File: src/sv/ps2_scancode_to_ascii_assert.svh
// assertion macros for the ps2 scan code decoder
// needs clk_i and rst_ni in the scope where a macro is used
`ifndef PS2_SCANCODE_TO_ASCII_ASSERT_SVH
`define PS2_SCANCODE_TO_ASCII_ASSERT_SVH

`ifndef SYNTHESIS

// condition holds at every edge out of reset
`define PS2SC_ASSERT(lbl, cond) \
  lbl: assert property (@(posedge clk_i) disable iff (!rst_ni) (cond)) \
    else $error("ps2sc assertion failed");

// antecedent in one cycle implies consequent in the next
`define PS2SC_ASSERT_NEXT(lbl, ante, cons) \
  lbl: assert property (@(posedge clk_i) disable iff (!rst_ni) (ante) |=> (cons)) \
    else $error("ps2sc assertion failed");

`else

`define PS2SC_ASSERT(lbl, cond)
`define PS2SC_ASSERT_NEXT(lbl, ante, cons)

`endif

`endif

File: src/sv/ps2sc_pkg.sv
// shared constants, types and key tables for the ps2 scan code decoder
// no dependencies
`timescale 1ns / 1ps

package ps2sc_pkg;

  localparam logic [7:0] PREFIX_BYTE = 8'hE0;
  localparam logic [6:0] KEY_LSHIFT  = 7'h2A;
  localparam logic [6:0] KEY_RSHIFT  = 7'h36;
  localparam logic [6:0] KEY_UP      = 7'h48;
  localparam logic [6:0] KEY_DOWN    = 7'h50;
  localparam logic [6:0] KEY_LEFT    = 7'h4B;
  localparam logic [6:0] KEY_RIGHT   = 7'h4D;
  localparam logic [6:0] CODE_UP     = 7'h10;
  localparam logic [6:0] CODE_DOWN   = 7'h0E;
  localparam logic [6:0] CODE_LEFT   = 7'h02;
  localparam logic [6:0] CODE_RIGHT  = 7'h06;
  localparam logic [6:0] MAP_LAST    = 7'h3A;

  typedef struct packed {
    logic       valid;
    logic [7:0] scan_byte;
  } ps2sc_item_t;

  typedef struct packed {
    logic       valid;
    logic [6:0] character;
  } ps2sc_res_t;

  localparam logic [6:0] PLAIN_MAP [0:58] = '{
    7'h00, 7'h1B, 7'h31, 7'h32, 7'h33, 7'h34, 7'h35, 7'h36,
    7'h37, 7'h38, 7'h39, 7'h30, 7'h2D, 7'h3D, 7'h08, 7'h09,
    7'h71, 7'h77, 7'h65, 7'h72, 7'h74, 7'h79, 7'h75, 7'h69,
    7'h6F, 7'h70, 7'h5B, 7'h5D, 7'h0A, 7'h00, 7'h61, 7'h73,
    7'h64, 7'h66, 7'h67, 7'h68, 7'h6A, 7'h6B, 7'h6C, 7'h3B,
    7'h27, 7'h60, 7'h00, 7'h5C, 7'h7A, 7'h78, 7'h63, 7'h76,
    7'h62, 7'h6E, 7'h6D, 7'h2C, 7'h2E, 7'h2F, 7'h00, 7'h2A,
    7'h00, 7'h20, 7'h00
  };

  localparam logic [6:0] UPPER_MAP [0:58] = '{
    7'h00, 7'h1B, 7'h21, 7'h40, 7'h23, 7'h24, 7'h25, 7'h5E,
    7'h26, 7'h2A, 7'h28, 7'h29, 7'h5F, 7'h2B, 7'h08, 7'h09,
    7'h51, 7'h57, 7'h45, 7'h52, 7'h54, 7'h59, 7'h55, 7'h49,
    7'h4F, 7'h50, 7'h7B, 7'h7D, 7'h0A, 7'h00, 7'h41, 7'h53,
    7'h44, 7'h46, 7'h47, 7'h48, 7'h4A, 7'h4B, 7'h4C, 7'h3A,
    7'h22, 7'h7E, 7'h00, 7'h7C, 7'h5A, 7'h58, 7'h43, 7'h56,
    7'h42, 7'h4E, 7'h4D, 7'h3C, 7'h3E, 7'h3F, 7'h00, 7'h2A,
    7'h00, 7'h20, 7'h00
  };

  // keys above the table give zero
  function automatic logic [6:0] key_to_ascii(input logic shift, input logic [6:0] key);
    logic [6:0] r;
    r = 7'h00;
    if (key <= MAP_LAST) begin
      r = shift ? UPPER_MAP[key[5:0]] : PLAIN_MAP[key[5:0]];
    end
    return r;
  endfunction

endpackage

File: src/sv/ps2sc_if.sv
// handshake channels for the ps2 scan code decoder: scan bytes in, characters out
// no dependencies
`timescale 1ns / 1ps

interface ps2sc_byte_if;
  logic       valid;
  logic       ready;
  logic [7:0] scan_byte;

  modport source (output valid, output scan_byte, input ready);
  modport sink   (input valid, input scan_byte, output ready);
endinterface

interface ps2sc_char_if;
  logic       valid;
  logic       ready;
  logic [6:0] character;

  modport source (output valid, output character, input ready);
  modport sink   (input valid, input character, output ready);
endinterface

File: src/sv/ps2_scancode_to_ascii.sv
// top level of the ps2 scan code set 1 to ascii decoder
// uses ps2sc_pkg, ps2sc_if, ps2sc_in_stage, ps2sc_decode, ps2sc_out_stage
//
//   channel  | dir | payload          | transaction
//   byte_i   | in  | scan_byte[7:0]   | one raw set 1 scan code byte
//   char_o   | out | character[6:0]   | one ascii character or arrow code
//
// one byte per cycle while no character is held back by a full result register; a
// byte passes the input register, then its character the result register to char_o
// input register, decode and state update, then result register
// bytes that give no character pass without touching the result register
// a stalled result only holds back a byte that itself gives a character
// reset clears shift and prefix state and empties both registers
`timescale 1ns / 1ps

module ps2_scancode_to_ascii
  import ps2sc_pkg::*;
(
  input  logic         clk_i,
  input  logic         rst_ni,
  ps2sc_byte_if.sink   byte_i,
  ps2sc_char_if.source char_o
);

  ps2sc_item_t item;
  ps2sc_res_t  res;
  logic        out_free;
  logic        advance;

  assign advance = item.valid && (!res.valid || out_free);

  ps2sc_in_stage u_in (
    .clk_i     (clk_i),
    .rst_ni    (rst_ni),
    .byte_i    (byte_i),
    .advance_i (advance),
    .item_o    (item)
  );

  ps2sc_decode u_dec (
    .clk_i  (clk_i),
    .rst_ni (rst_ni),
    .item_i (item),
    .take_i (advance),
    .res_o  (res)
  );

  ps2sc_out_stage u_out (
    .clk_i  (clk_i),
    .rst_ni (rst_ni),
    .res_i  (res),
    .load_i (advance && res.valid),
    .free_o (out_free),
    .char_o (char_o)
  );

endmodule

File: src/sv/ps2sc_in_stage.sv
// input register of the ps2 scan code decoder
// uses ps2sc_pkg and ps2sc_byte_if
`timescale 1ns / 1ps

module ps2sc_in_stage
  import ps2sc_pkg::*;
(
  input  logic             clk_i,
  input  logic             rst_ni,
  ps2sc_byte_if.sink       byte_i,
  input  logic             advance_i,
  output ps2sc_item_t      item_o
);

  logic       valid_q, valid_d;
  logic [7:0] byte_q;
  logic       accept;

  // a slot frees up in the same cycle its byte is decoded
  assign byte_i.ready = !valid_q || advance_i;
  assign accept       = byte_i.valid && byte_i.ready;

  always_comb begin
    valid_d = valid_q;
    if (accept) begin
      valid_d = 1'b1;
    end else if (advance_i) begin
      valid_d = 1'b0;
    end
  end

  always_ff @(posedge clk_i or negedge rst_ni) begin
    if (!rst_ni) begin
      valid_q <= 1'b0;
    end else begin
      valid_q <= valid_d;
    end
  end

  always_ff @(posedge clk_i) begin
    if (accept) begin
      byte_q <= byte_i.scan_byte;
    end
  end

  assign item_o.valid     = valid_q;
  assign item_o.scan_byte = byte_q;

endmodule

File: src/sv/ps2sc_decode.sv
// key state and scan code decode for the ps2 scan code decoder
// uses ps2sc_pkg and the assertion macros
`timescale 1ns / 1ps
`include "ps2_scancode_to_ascii_assert.svh"

module ps2sc_decode
  import ps2sc_pkg::*;
(
  input  logic        clk_i,
  input  logic        rst_ni,
  input  ps2sc_item_t item_i,
  input  logic        take_i,
  output ps2sc_res_t  res_o
);

  logic       shift_q, shift_d;
  logic       ext_q, ext_d;
  logic       brk;
  logic [6:0] key;
  logic       is_shift;
  logic [6:0] lut;
  logic       hit;
  logic [6:0] ch;

  assign brk      = item_i.scan_byte[7];
  assign key      = item_i.scan_byte[6:0];
  assign is_shift = (key == KEY_LSHIFT) || (key == KEY_RSHIFT);
  assign lut      = key_to_ascii(shift_q, key);

  always_comb begin
    shift_d = shift_q;
    ext_d   = ext_q;
    hit     = 1'b0;
    ch      = lut;
    if (item_i.scan_byte == PREFIX_BYTE) begin
      ext_d = 1'b1;
    end else if (is_shift) begin
      shift_d = !brk;
      ext_d   = 1'b0;
    end else if (brk) begin
      ext_d = 1'b0;
    end else if (ext_q) begin
      ext_d = 1'b0;
      hit   = 1'b1;
      case (key)
        KEY_UP:    ch = CODE_UP;
        KEY_DOWN:  ch = CODE_DOWN;
        KEY_LEFT:  ch = CODE_LEFT;
        KEY_RIGHT: ch = CODE_RIGHT;
        default:   hit = 1'b0;
      endcase
    end else begin
      hit = (lut != 7'h00);
    end
  end

  always_ff @(posedge clk_i or negedge rst_ni) begin
    if (!rst_ni) begin
      shift_q <= 1'b0;
      ext_q   <= 1'b0;
    end else if (take_i) begin
      shift_q <= shift_d;
      ext_q   <= ext_d;
    end
  end

  assign res_o.valid     = item_i.valid && hit;
  assign res_o.character = ch;

  `PS2SC_ASSERT_NEXT(a_prefix_sets_ext, take_i && item_i.scan_byte == PREFIX_BYTE, ext_q)
  `PS2SC_ASSERT_NEXT(a_other_clears_ext, take_i && item_i.scan_byte != PREFIX_BYTE, !ext_q)
  `PS2SC_ASSERT_NEXT(a_shift_make, take_i && !brk && is_shift, shift_q)
  `PS2SC_ASSERT(a_no_nul_char, !res_o.valid || res_o.character != 7'h00)

endmodule

File: src/sv/ps2sc_out_stage.sv
// result register of the ps2 scan code decoder
// uses ps2sc_pkg and ps2sc_char_if
`timescale 1ns / 1ps

module ps2sc_out_stage
  import ps2sc_pkg::*;
(
  input  logic         clk_i,
  input  logic         rst_ni,
  input  ps2sc_res_t   res_i,
  input  logic         load_i,
  output logic         free_o,
  ps2sc_char_if.source char_o
);

  logic       full_q, full_d;
  logic [6:0] char_q;

  // register can take a new character when empty or being drained this cycle
  assign free_o = !full_q || char_o.ready;

  always_comb begin
    full_d = full_q;
    if (load_i) begin
      full_d = 1'b1;
    end else if (char_o.ready) begin
      full_d = 1'b0;
    end
  end

  always_ff @(posedge clk_i or negedge rst_ni) begin
    if (!rst_ni) begin
      full_q <= 1'b0;
    end else begin
      full_q <= full_d;
    end
  end

  always_ff @(posedge clk_i) begin
    if (load_i) begin
      char_q <= res_i.character;
    end
  end

  assign char_o.valid     = full_q;
  assign char_o.character = char_q;

endmodule

File: src/flat_wrapper.sv
// flat-port wrapper written by rule: the top's interface ports become plain ports
module ps2_scancode_to_ascii_flat import ps2sc_pkg::*;
  (clk_i, rst_ni, byte_i_valid, byte_i_scan_byte, byte_i_ready, char_o_valid, char_o_character, char_o_ready);
  ps2sc_byte_if byte_i_i ();
  ps2sc_char_if char_o_i ();
  input  logic clk_i;
  input  logic rst_ni;
  input wire logic [$bits(byte_i_i.valid)-1:0] byte_i_valid;
  input wire logic [$bits(byte_i_i.scan_byte)-1:0] byte_i_scan_byte;
  output wire logic [$bits(byte_i_i.ready)-1:0] byte_i_ready;
  output wire logic [$bits(char_o_i.valid)-1:0] char_o_valid;
  output wire logic [$bits(char_o_i.character)-1:0] char_o_character;
  input wire logic [$bits(char_o_i.ready)-1:0] char_o_ready;
  assign byte_i_i.valid = byte_i_valid;
  assign byte_i_i.scan_byte = byte_i_scan_byte;
  assign byte_i_ready = byte_i_i.ready;
  assign char_o_valid = char_o_i.valid;
  assign char_o_character = char_o_i.character;
  assign char_o_i.ready = char_o_ready;
  ps2_scancode_to_ascii u_core (.clk_i(clk_i), .rst_ni(rst_ni), .byte_i(byte_i_i), .char_o(char_o_i));
endmodule
File: config.mk
export PLATFORM = sky130hd
export DESIGN_NAME = ps2_scancode_to_ascii_flat
export DESIGN_NICKNAME = d
export VERILOG_FILES = /design/src/sv/ps2sc_pkg.sv /design/src/sv/ps2sc_if.sv /design/src/sv/ps2_scancode_to_ascii.sv /design/src/sv/ps2sc_in_stage.sv /design/src/sv/ps2sc_decode.sv /design/src/sv/ps2sc_out_stage.sv /design/src/flat_wrapper.sv
export VERILOG_INCLUDE_DIRS = /design/src /design/src/sv
export SDC_FILE = /design/constraint.sdc
export NUM_CORES = 1
export LEC_CHECK = 0
export ABC_AREA = 1
export BUFFER_PORTS_ARGS = -buffer_cell sky130_fd_sc_hd__buf_4
export CORE_MARGIN = 5
export CORE_UTILIZATION = 34
export DETAILED_ROUTE_END_ITERATION = 7
export HOLD_SLACK_MARGIN = 0.05
export PLACE_DENSITY = 0.54
export SETUP_SLACK_MARGIN = 0.15
export SLEW_MARGIN = 5
export SYNTH_ARGS = -nofsm -noshare
export SYNTH_HDL_FRONTEND = slang
export SYNTH_SLANG_ARGS = --single-unit
export TNS_END_PERCENT = 10
File: constraint.sdc
create_clock -name clk_i -period 2.9 [get_ports clk_i]
set_clock_uncertainty 0.2 [all_clocks]
set_input_delay 0.145 -clock clk_i [delete_from_list [all_inputs] [get_ports clk_i]]
set_output_delay 0.145 -clock clk_i [all_outputs]
set_load 0.02 [all_outputs]
Yosys cells after proc, flatten, opt, wreduce, memory -nomap -nowiden
Memory sizes are Yosys's and may differ from the RTL's.
Index checks and enable logic that the tools add are counted.

storage, ports and cells
  register bits = 19
  latch bits = 0
  RAM bits = 0
  ROM bits = 896
  input bits = 12
  output and inout port bits = 9
  memories kept = 2

cells by class
  add/sub/neg operators = 0
  multipliers = 0
  div/mod/pow operators = 0
  $lt $le $gt $ge = 2
  equal/unequal tests = 7
  shift-type cells = 0
  multiplexer cells = 21
  bitwise logic cells = 2
  reductions and logical operators = 17

memory list
  memory           depth  bits a word  rd ports  clocked after memory_dff  wr ports  RTL line         source
  (no name shown)  64     7            1         0                         0         ps2sc_pkg.sv:57  r = shift ? UPPER_MAP[key[5:0]] : PLAIN_MAP[key[5:0]];
  (no name shown)  64     7            1         0                         0         ps2sc_pkg.sv:57

operators with widths
  operator                                                  number
  two-way mux 7 bit                                         10
  equality test 7 bit, second input constant                4
  one-hot mux 7 bit (4 select lines)                        1
  equality test 7 x 6 -> 1 bit, second input constant       2
  two-way mux 1 bit                                         10
  equality test 8 bit, second input constant                1
  greater-or-equal comparator 7 bit, second input constant  1
  <= comparator 7 x 6 -> 1 bit, second input constant       1
  NOT 6 -> 7 bit                                            1
  nonzero test 7 bit                                        1
  logical AND 1 bit                                         4
  zero test 1 bit                                           4
  logical OR 1 bit                                          4
  nonzero test 2 bit                                        2
  OR reduction 4 bit                                        1
  AND reduction 3 bit                                       1
  NOT 1 bit                                                 1

Depth between registers and ports, before layout
Gate-level depths: netlist of run 1.

  depth after elaboration = 18
  gate-level depth with buffers = 18

Modules after synthesis
From an unflattened synthesis of run 1, not the netlist that was laid out.

second synthesis, totals
  cells, all modules = 313
  area total of the unflattened synthesis = 2128.3 um^2

modules (own cells, without submodules)
  module                 times used  cells each  area an instance (um^2)  seq. area each (um^2)
  ps2sc_decode           1           281         1555.2                   50.0
  ps2sc_in_stage         1           15          292.8                    265.3
  ps2sc_out_stage        1           12          255.2                    235.2
  ps2_scancode_to_ascii  1           5           25.0                     0.0

Worst setup path after synthesis of run 1
OpenSTA, ideal clock, no wires.

  path type = flip-flop to flip-flop
  from = reg u_core.u_in.byte_q[1]
  to = reg u_core.u_out.char_q[0], in the netlist u_core.u_out.char_o.character[0], enable pin
  arrival = 2.267 ns
  slack = 0.073 ns
  stages on the path, launching flop included = 17
  path buffers = 0
  path through = edfxtp_1 > inv_1 > ha_1 > inv_1 > nand2_1 > nand2_1 > nand2_1 > o21ai_0 > nand2_1 > nand3_1 > nand2_1 > nand2_1 > nor2_1 > nand3_1 > and2_1 > nand2_1 > nor2_1

between the ends
  longest elaborated chain between the ends = 16
  elaborated cells on any way between the ends = 30

RTL lines
  item                                                  RTL line                     source
  from (decl)                                           ps2sc_in_stage.sv:16         logic [7:0] byte_q;
  from (signal assigned)                                ps2sc_in_stage.sv:42         byte_q <= byte_i.scan_byte;
  NOT 6 -> 7 bit (not written as such)                  ps2sc_pkg.sv:57
  memory (64 x 7 bit)                                   --
  two-way mux 7 bit (not written as such) (2 in a row)  ps2sc_pkg.sv:57
  two-way mux 7 bit                                     ps2sc_pkg.sv:57
  two-way mux 7 bit                                     ps2sc_pkg.sv:56              if (key <= MAP_LAST) begin
  nonzero test 7 bit                                    ps2sc_decode.sv:53           hit = (lut != 7'h00);
  two-way mux 1 bit                                     ps2sc_decode.sv:42           end else if (ext_q) begin
  two-way mux 1 bit                                     ps2sc_decode.sv:40           end else if (brk) begin
  two-way mux 1 bit                                     ps2sc_decode.sv:37           end else if (is_shift) begin
  two-way mux 1 bit (*)                                 ps2sc_decode.sv:35           if (item_i.scan_byte == PREFIX_BYTE) begin
  logical AND 1 bit (*)                                 ps2sc_decode.sv:67           assign res_o.valid = item_i.valid && hit;
  zero test 1 bit                                       ps2_scancode_to_ascii.sv:30  assign advance = item.valid && (!res.valid || out_free);
  logical OR 1 bit                                      ps2_scancode_to_ascii.sv:30
  logical AND 1 bit                                     ps2_scancode_to_ascii.sv:30
  logical AND 1 bit (*)                                 ps2_scancode_to_ascii.sv:52  .load_i (advance && res.valid),
  to (signal assigned)                                  ps2sc_out_stage.sv:41        char_q <= res_i.character;
  to (decl)                                             ps2sc_out_stage.sv:17        logic [6:0] char_q;

Mark *: on every way between the ends. The rest lies on a longest branch, timed or not. The select of a mux whose other input is x is not followed.
A chain may end at the register's enable or synchronous reset.

Worst setup path after layout of run 1
  from = reg u_core.u_in.byte_q[1]
  to = out byte_i_ready

between the ends
  longest elaborated chain between the ends = 16
  elaborated cells on any way between the ends = 30

RTL lines
  item                                                  RTL line                     source
  NOT 6 -> 7 bit (not written as such)                  ps2sc_pkg.sv:57
  memory (64 x 7 bit)                                   --
  two-way mux 7 bit (not written as such) (2 in a row)  ps2sc_pkg.sv:57
  two-way mux 7 bit                                     ps2sc_pkg.sv:57
  two-way mux 7 bit                                     ps2sc_pkg.sv:56
  nonzero test 7 bit                                    ps2sc_decode.sv:53
  two-way mux 1 bit                                     ps2sc_decode.sv:42
  two-way mux 1 bit                                     ps2sc_decode.sv:40
  two-way mux 1 bit                                     ps2sc_decode.sv:37
  two-way mux 1 bit (*)                                 ps2sc_decode.sv:35
  logical AND 1 bit (*)                                 ps2sc_decode.sv:67
  zero test 1 bit (*)                                   ps2_scancode_to_ascii.sv:30
  logical OR 1 bit (*)                                  ps2_scancode_to_ascii.sv:30
  logical AND 1 bit (*)                                 ps2_scancode_to_ascii.sv:30
  logical OR 1 bit (*)                                  ps2sc_in_stage.sv:20         assign byte_i.ready = !valid_q || advance_i;
  to (decl)                                             flat_wrapper.sv:10           output wire logic [$bits(byte_i_i.ready)-1:0] byte_i_ready;

Marked as above.

==> impl_results.md, run 1 <==
- Crit Path Max Fanout: 6
- Min Tclk post-route: 2.73 ns
- Commonest cells in the synthesized netlist: nand2_1, nor2_1, nand3_1
- Launch point of the worst reg-to-reg path: u_core.u_in.byte_q[1]$_DFFE_PP_
- First-pass GRT wire length: 10.5 mm
- Filler Cell Count: 563
- Die ar.: 0.00743 mm2
- Number of flops mapped to enable cells by yosys: 15
- Syn_nets: 348
- Final hold vios: 0
- Worst reg-to-reg setup slack: 0.20 ns
- Chip width: 86.2 um
- Ys flop type: edfxtp_1
- DPL Wire Length: 4.77 mm
- Comb power frac: 0.436
- Slew HR: 0.705
- RePlAce Congestion: 0.939
- Final Max Tran Viols: 0
- Critical Path End: byte_i_ready
- Total clock sinks: 19
- Seq pwr share: 0.365
- Die height: 86.2 um
- PD cells: 333 mW/mm2
- Setup violators final: 0
- Final antenna diode count: 0
- DR WL/cell: 14.0 um
- Worst r2r path cells: 18
- H-tree depth: 1
- Leakage: 1.40 nW
- Int Pwr: 0.589 mW
- Reg2reg end: u_core.u_out.char_o.character[3]$_DFFE_PP_
- Synth cell types: 25
- Insertion delay to the later sink of the worst-skew pair: 0.26 ns
- Total power draw: 0.937 mW
- Cells after synthesis: 323
- # IOs: 21
- Critical Path AT: 2.38 ns
- Max VDD drop: 0.283 mV
- Unrepaired setup endpoints after global routing: true
- Worst Setup End Kind: primary output
- Synth top area cells: nand2_1, edfxtp_1, nand3_1
- Area leader, netlist: nand2_1
- TritonRoute pass-1 iters: 5
- Clk pwr share: 0.198
- Nets: 412
- Layout cells sized above 1: 0.277
- Setup crit start kind: flip-flop
- CTS tree: yes
- Clock Path Buffers: 2
- Seq cells post-synth: 19
- Syn Area/Cell: 6.11 um2
- Core box area: 0.00557 mm2
- Fin crit share: 0.940
- Total grt overflow: 0
- Largest net degree at the start of global routing: 29
- Via density: 5.19
- Starting DRT DRC Count: 200
- Initial Util: 0.354
- Status: finished clean
- Tightest Pin Transition: 0.443 ns
- Port Buffers: 20
- Async S/R FF share, synth: 0.211
- Worst Hold Class: reg2reg
- Clock slew at reported path FFs: 0.07 ns
- Routed Antenna Nets: 0
- Switch Pwr: 0.348 mW
- Antenna violations before repair: 0
- Vias in the first global route: 2210
- Placement Rows: 27
- Cell Area, Synth: 0.00197 mm2
- Number of max-cap violations: 0
- Via count: 2376
- Final WL: 6.43 mm
- Synthesis-to-layout area growth: 42.8%
- DRC: 0
- Yosys warning total: 0
- TritonCTS buffer count: 3
- Peak Freq: 367 MHz
- Root Buffer: clkbuf_8
- Kind of critical path: reg2out
- Sw frac: 0.371
- All-Layer GR Usage: 0.176
- Most frequent cell after synthesis: nand2_1
- Sequential element share of the synthesized area: 0.279
- Synth top area share: 0.242
- Setup TNS: 0 ns
- CP required: 2.56 ns
- Crit path from: u_core.u_in.byte_q[1]$_DFFE_PP_
-- stage by stage --
stage	instance area (um2)	hold slack, ns	cells	util	setup WS (ns)
after floorplan	1980	-0.351	323	-	0.157
after CTS	2670	0.343	449	0.479	0.152
after global routing	2820	0.357	458	0.505	0.0119
after detailed placement	2290	-0.256	421	0.412	0.0618
final	2820	0.340	458	0.505	0.175
after global placement	2290	-0.256	421	0.412	0.0342
-- worst max-delay path, stage by stage, from the launching register on --
cell and delay (ns):
edfxtp_1 0.49, inv_4 0.16, buf_6 0.11, ha_4 0.17, nand3_1 0.16, nand3_1 0.13, nand3_1 0.10, nor2_1 0.10
nor2_1 0.05, nand2_1 0.07, nand2_1 0.05, nor2_1 0.09, nand3_1 0.11, nand4_2 0.11, buf_6 0.11, buf_6 0.11
-- power by group through the flow --
stage / combinational (mW) / sequential, mW / clock, mW
2_1_floorplan: 0.203 / 0.353 / 0
3_3_place_gp: 0.328 / 0.345 / 0
3_5_place_dp: 0.322 / 0.346 / 0
4_1_cts: 0.376 / 0.342 / 0.194
5_1_grt: 0.448 / 0.345 / 0.209
6_report: 0.409 / 0.342 / 0.186
-- metal layers --
layer | track usage | routed length (um) | vias to the layer above
li1 | - | - | 1163
met1 | 0.235 | 2720 | 1065
met2 | 0.294 | 3040 | 125
met3 | 0.0276 | 467 | 23
met4 | 0.0510 | 204 | 0
met5 | 0 | 0 | -
-- layout make-up --
class | count | area [um2] | area share
inverter | 32 | 130 | 0.0462
tap | 72 | 90.1 | 0.0320
clock buffer | 3 | 41.3 | 0.0147
multi-input combinational | 262 | 1400 | 0.496
sequential | 19 | 551 | 0.195
timing repair buffer | 69 | 599 | 0.213
clock inverter | 1 | 7.51 | 0.00266
-- flip-flops by register name, summed over array words and instances (netlist names) --
name and count:
u_core.u_out.char_o.character 7, u_core.u_in.byte_q 8, u_core.u_dec.ext_q 1, u_core.u_dec.shift_q 1, u_core.u_out.char_o.valid 1, u_core.u_in.valid_q 1
-- worst min-delay path by stage --
| stage | startpoint | end | slack [ns] | cells past startpoint |
|---|---|---|---|---|
| 5_1_grt | u_core.u_dec.ext_q$_DFFE_PN0P_ | u_core.u_dec.ext_q$_DFFE_PN0P_ | 0.36 | 2 |
| 2_1_floorplan | rst_ni | u_core.u_dec.ext_q$_DFFE_PN0P_ | -0.35 | 0 |
| 6_report | u_core.u_dec.ext_q$_DFFE_PN0P_ | u_core.u_dec.ext_q$_DFFE_PN0P_ | 0.34 | 2 |
| 3_3_place_gp | rst_ni | u_core.u_out.char_o.valid$_DFFE_PN0P_ | -0.26 | 1 |
| 3_5_place_dp | rst_ni | u_core.u_out.char_o.valid$_DFFE_PN0P_ | -0.26 | 1 |
| 4_1_cts | u_core.u_dec.ext_q$_DFFE_PN0P_ | u_core.u_dec.ext_q$_DFFE_PN0P_ | 0.34 | 2 |
-- repair_timing --
| action | CTS | global route |
|---|---|---|
| pin swaps | 6 | 11 |
| endpoints found under the setup margin | 16 | 17 |
| resized for setup | 33 | 25 |
| hold buffers | 12 | 0 |
| hold endpoints to repair | 14 | 0 |
| setup buffers | 12 | 9 |
-- cells by family after synthesis --
kind of cell             synth area share
AO/OA/AOI/OAI                      0.0780
adder cells (fa/ha/maj)            0.0824
buffers and inverters              0.0945
flip-flops                          0.279
AND/OR/NAND/NOR                     0.466
-- layout by cell type, fill, tap and decap left out, types with 2 or more instances in the layout --
master and count:
nand3_2 3, nand2_4 2, a31oi_1 2, clkbuf_8 3
o21ai_0 5, inv_1 24, inv_2 4, dfrtp_1 4
inv_4 4, nand2_2 11, a21oi_2 2, nor2_4 3
ha_1 7, nor3_1 2, o21ai_2 2, dlygate4sd3_1 12
buf_12 2, buf_6 7, edfxtp_1 15, nand4_1 3
nor2_2 7, a21oi_1 5, ha_4 5, nand3_1 35
nor2_1 35, nand2_1 117, o211ai_1 2, o21ai_1 8
buf_4 48
Note: power is estimated with default switching activity, not from simulation.
==> run 2, diff against run 1 <==
Settings changed: CTS_CLUSTER_DIAMETER from default to 40, REMOVE_ABC_BUFFERS from default to 1.
==> run 2 against run 1 <==
Net effect:
- core utilization decreased by 0.83 points
- final area shrank 1.6%
- first-iteration DRC count shrank 16%
- non-clock buffer count down 1
- die area did not move
- setup slack got worse by 0.011 ns
- combinational power down 2%
- worst hold slack worse by 0.00078 ns
- largest power group unchanged
==> impl_results.md, run 2 (same netlist as run 1, synthesis figures left out) <==
- Max VDD drop: 0.200 mV
- Most frequent cells in the layout: nand2_1, buf_4, nor2_1, nand3_1, inv_1
- Die height: 86.2 um
- Worst Setup End Kind: primary output
- CTS tree: yes
- Final Max Tran Viols: 0
- Core box area: 0.00557 mm2
- Routed Antenna Nets: 0
- Final antenna diode count: 0
- Die ar.: 0.00743 mm2
- Slew HR: 0.753
- Via count: 2293
- Layout cells sized above 1: 0.260
- Worst slack at placement: 0.117 ns
- Starting DRT DRC Count: 169
- Filler Cell Count: 564
- Total clock sinks: 19
- Min Tclk post-route: 2.74 ns
- Final WL: 6.37 mm
- Synthesis-to-layout area growth: 40.5%
- Final hold vios: 0
- Fin crit share: 0.943
- Unrepaired setup endpoints after global routing: true
- Number of max-cap violations: 0
- Total grt overflow: 0
- Via density: 5.02
- Setup crit start kind: flip-flop
- Root Buffer: clkbuf_8
- Worst r2r path cells: 16
- Reg2reg end: u_core.u_in.byte_q[1]$_DFFE_PP_
- Reg with most FFs: u_core.u_in.byte_q
- H-tree depth: 1
- Nets: 411
- All-Layer GR Usage: 0.180
- Chip width: 86.2 um
- Max reg flops: 8
- Crit path from: u_core.u_in.byte_q[1]$_DFFE_PP_
- Crit Path Max Fanout: 5
- Final worst setup slack: 0.164 ns
- Critical Path End: byte_i_ready
- Worst Hold Class: reg2reg
- Launch point of the worst reg-to-reg path: u_core.u_in.byte_q[1]$_DFFE_PP_
- TritonRoute pass-1 iters: 4
- Most common cell after layout, fill and taps aside: nand2_1
- Vias in the first global route: 2173
- Largest net degree at the start of global routing: 29
- WHS: 0.339 ns
- DRC: 0
- Initial Util: 0.354
- Peak Freq: 365 MHz
- Antenna violations before repair: 0
- Worst reg-to-reg setup slack: 0.19 ns
- Insertion delay to the later sink of the worst-skew pair: 0.26 ns
- Status: finished clean
- Leakage: 1.39 nW
- Clock slew at reported path FFs: 0.07 ns
- DR WL/cell: 13.9 um
- Clock Path Buffers: 2
- First-pass GRT wire length: 10.6 mm
- Kind of critical path: reg2out
- Port Buffers: 20
- Tightest Pin Transition: 0.369 ns
- TritonCTS buffer count: 3
- DPL Wire Length: 4.91 mm
- CP required: 2.56 ns
- PD cells: 334 mW/mm2
- Setup violators final: 0
- # IOs: 21
- RePlAce Congestion: 0.941
- Critical Path AT: 2.39 ns
- Placement Rows: 27
[run 2: changes by cell type in the layout (fill, tap and decap cells not counted), sizes merged]
cell | previous run | this run
buf | 57 | 55
bufbuf | 0 | 1
[run 2: power breakdown]
part,leakage [nW],internal [mW],switching [mW],total (mW)
Clock,0.0217,0.0968,0.0905,0.187
Sequential,0.196,0.321,0.0154,0.336
Combinational,1.18,0.169,0.233,0.402
[run 2: worst min path at each step]
| stage | depth (start not counted) | from | end |
|---|---|---|---|
| after detailed placement | 1 | rst_ni | u_core.u_dec.ext_q$_DFFE_PN0P_ |
| final | 2 | u_core.u_dec.ext_q$_DFFE_PN0P_ | u_core.u_dec.ext_q$_DFFE_PN0P_ |
| after global routing | 2 | u_core.u_dec.ext_q$_DFFE_PN0P_ | u_core.u_dec.ext_q$_DFFE_PN0P_ |
| after global placement | 1 | rst_ni | u_core.u_out.char_o.valid$_DFFE_PN0P_ |
| after floorplan | 0 | rst_ni | u_core.u_dec.ext_q$_DFFE_PN0P_ |
| after CTS | 2 | u_core.u_dec.ext_q$_DFFE_PN0P_ | u_core.u_dec.ext_q$_DFFE_PN0P_ |
[run 2: repair_timing]
item / CTS / global route
hold buffers: 12 / 0
pin swaps: 7 / 12
setup endpoints to repair: 9 / 17
setup buffers: 6 / 10
resized for setup: 27 / 21
cloned: 1 / 0
hold endpoints to repair: 14 / 0
[run 2: final cells by class]
type                    instances  area [um2]  share of cell area
inverters                      32         128              0.0460
repair buffers                 68         609               0.220
flip-flops and latches         19         551               0.199
clock buffers                   3        41.3              0.0149
well taps                      72        90.1              0.0325
clock inverters                 1        7.51             0.00271
multi-input cells             262        1350               0.485
[run 2: worst max-delay path, stage by stage (launching register included)]
cell	delay, ns
edfxtp_1	0.50
bufbuf_16	0.31
buf_4	0.13
nand2_2	0.13
nand3_1	0.13
nand2_1	0.09
nand2_1	0.05
o21ai_1	0.11
nand2_1	0.08
nand2_1	0.07
nor2_1	0.04
nand3_1	0.08
nand4_2	0.13
buf_6	0.16
buf_6	0.12
[run 2: layer usage]
layer,share of wire,global-route usage,wire length (um)
met1,0.46,0.244,2920
met2,0.47,0.301,2980
met3,0.052,0.0266,332
met4,0.023,0.0467,146
met5,0,0,0
[run 2: per-stage QoR]
stage	power, mW	util	cells	setup TNS [ns]	area [um2]
floorplan	0.546	-	313	-1.77	1910
global placement	0.681	0.415	424	0	2310
detailed placement	0.674	0.415	424	0	2310
CTS	0.906	0.473	447	0	2640
global route	0.993	0.497	457	-0.00702	2770
finish	0.926	0.497	457	0	2770
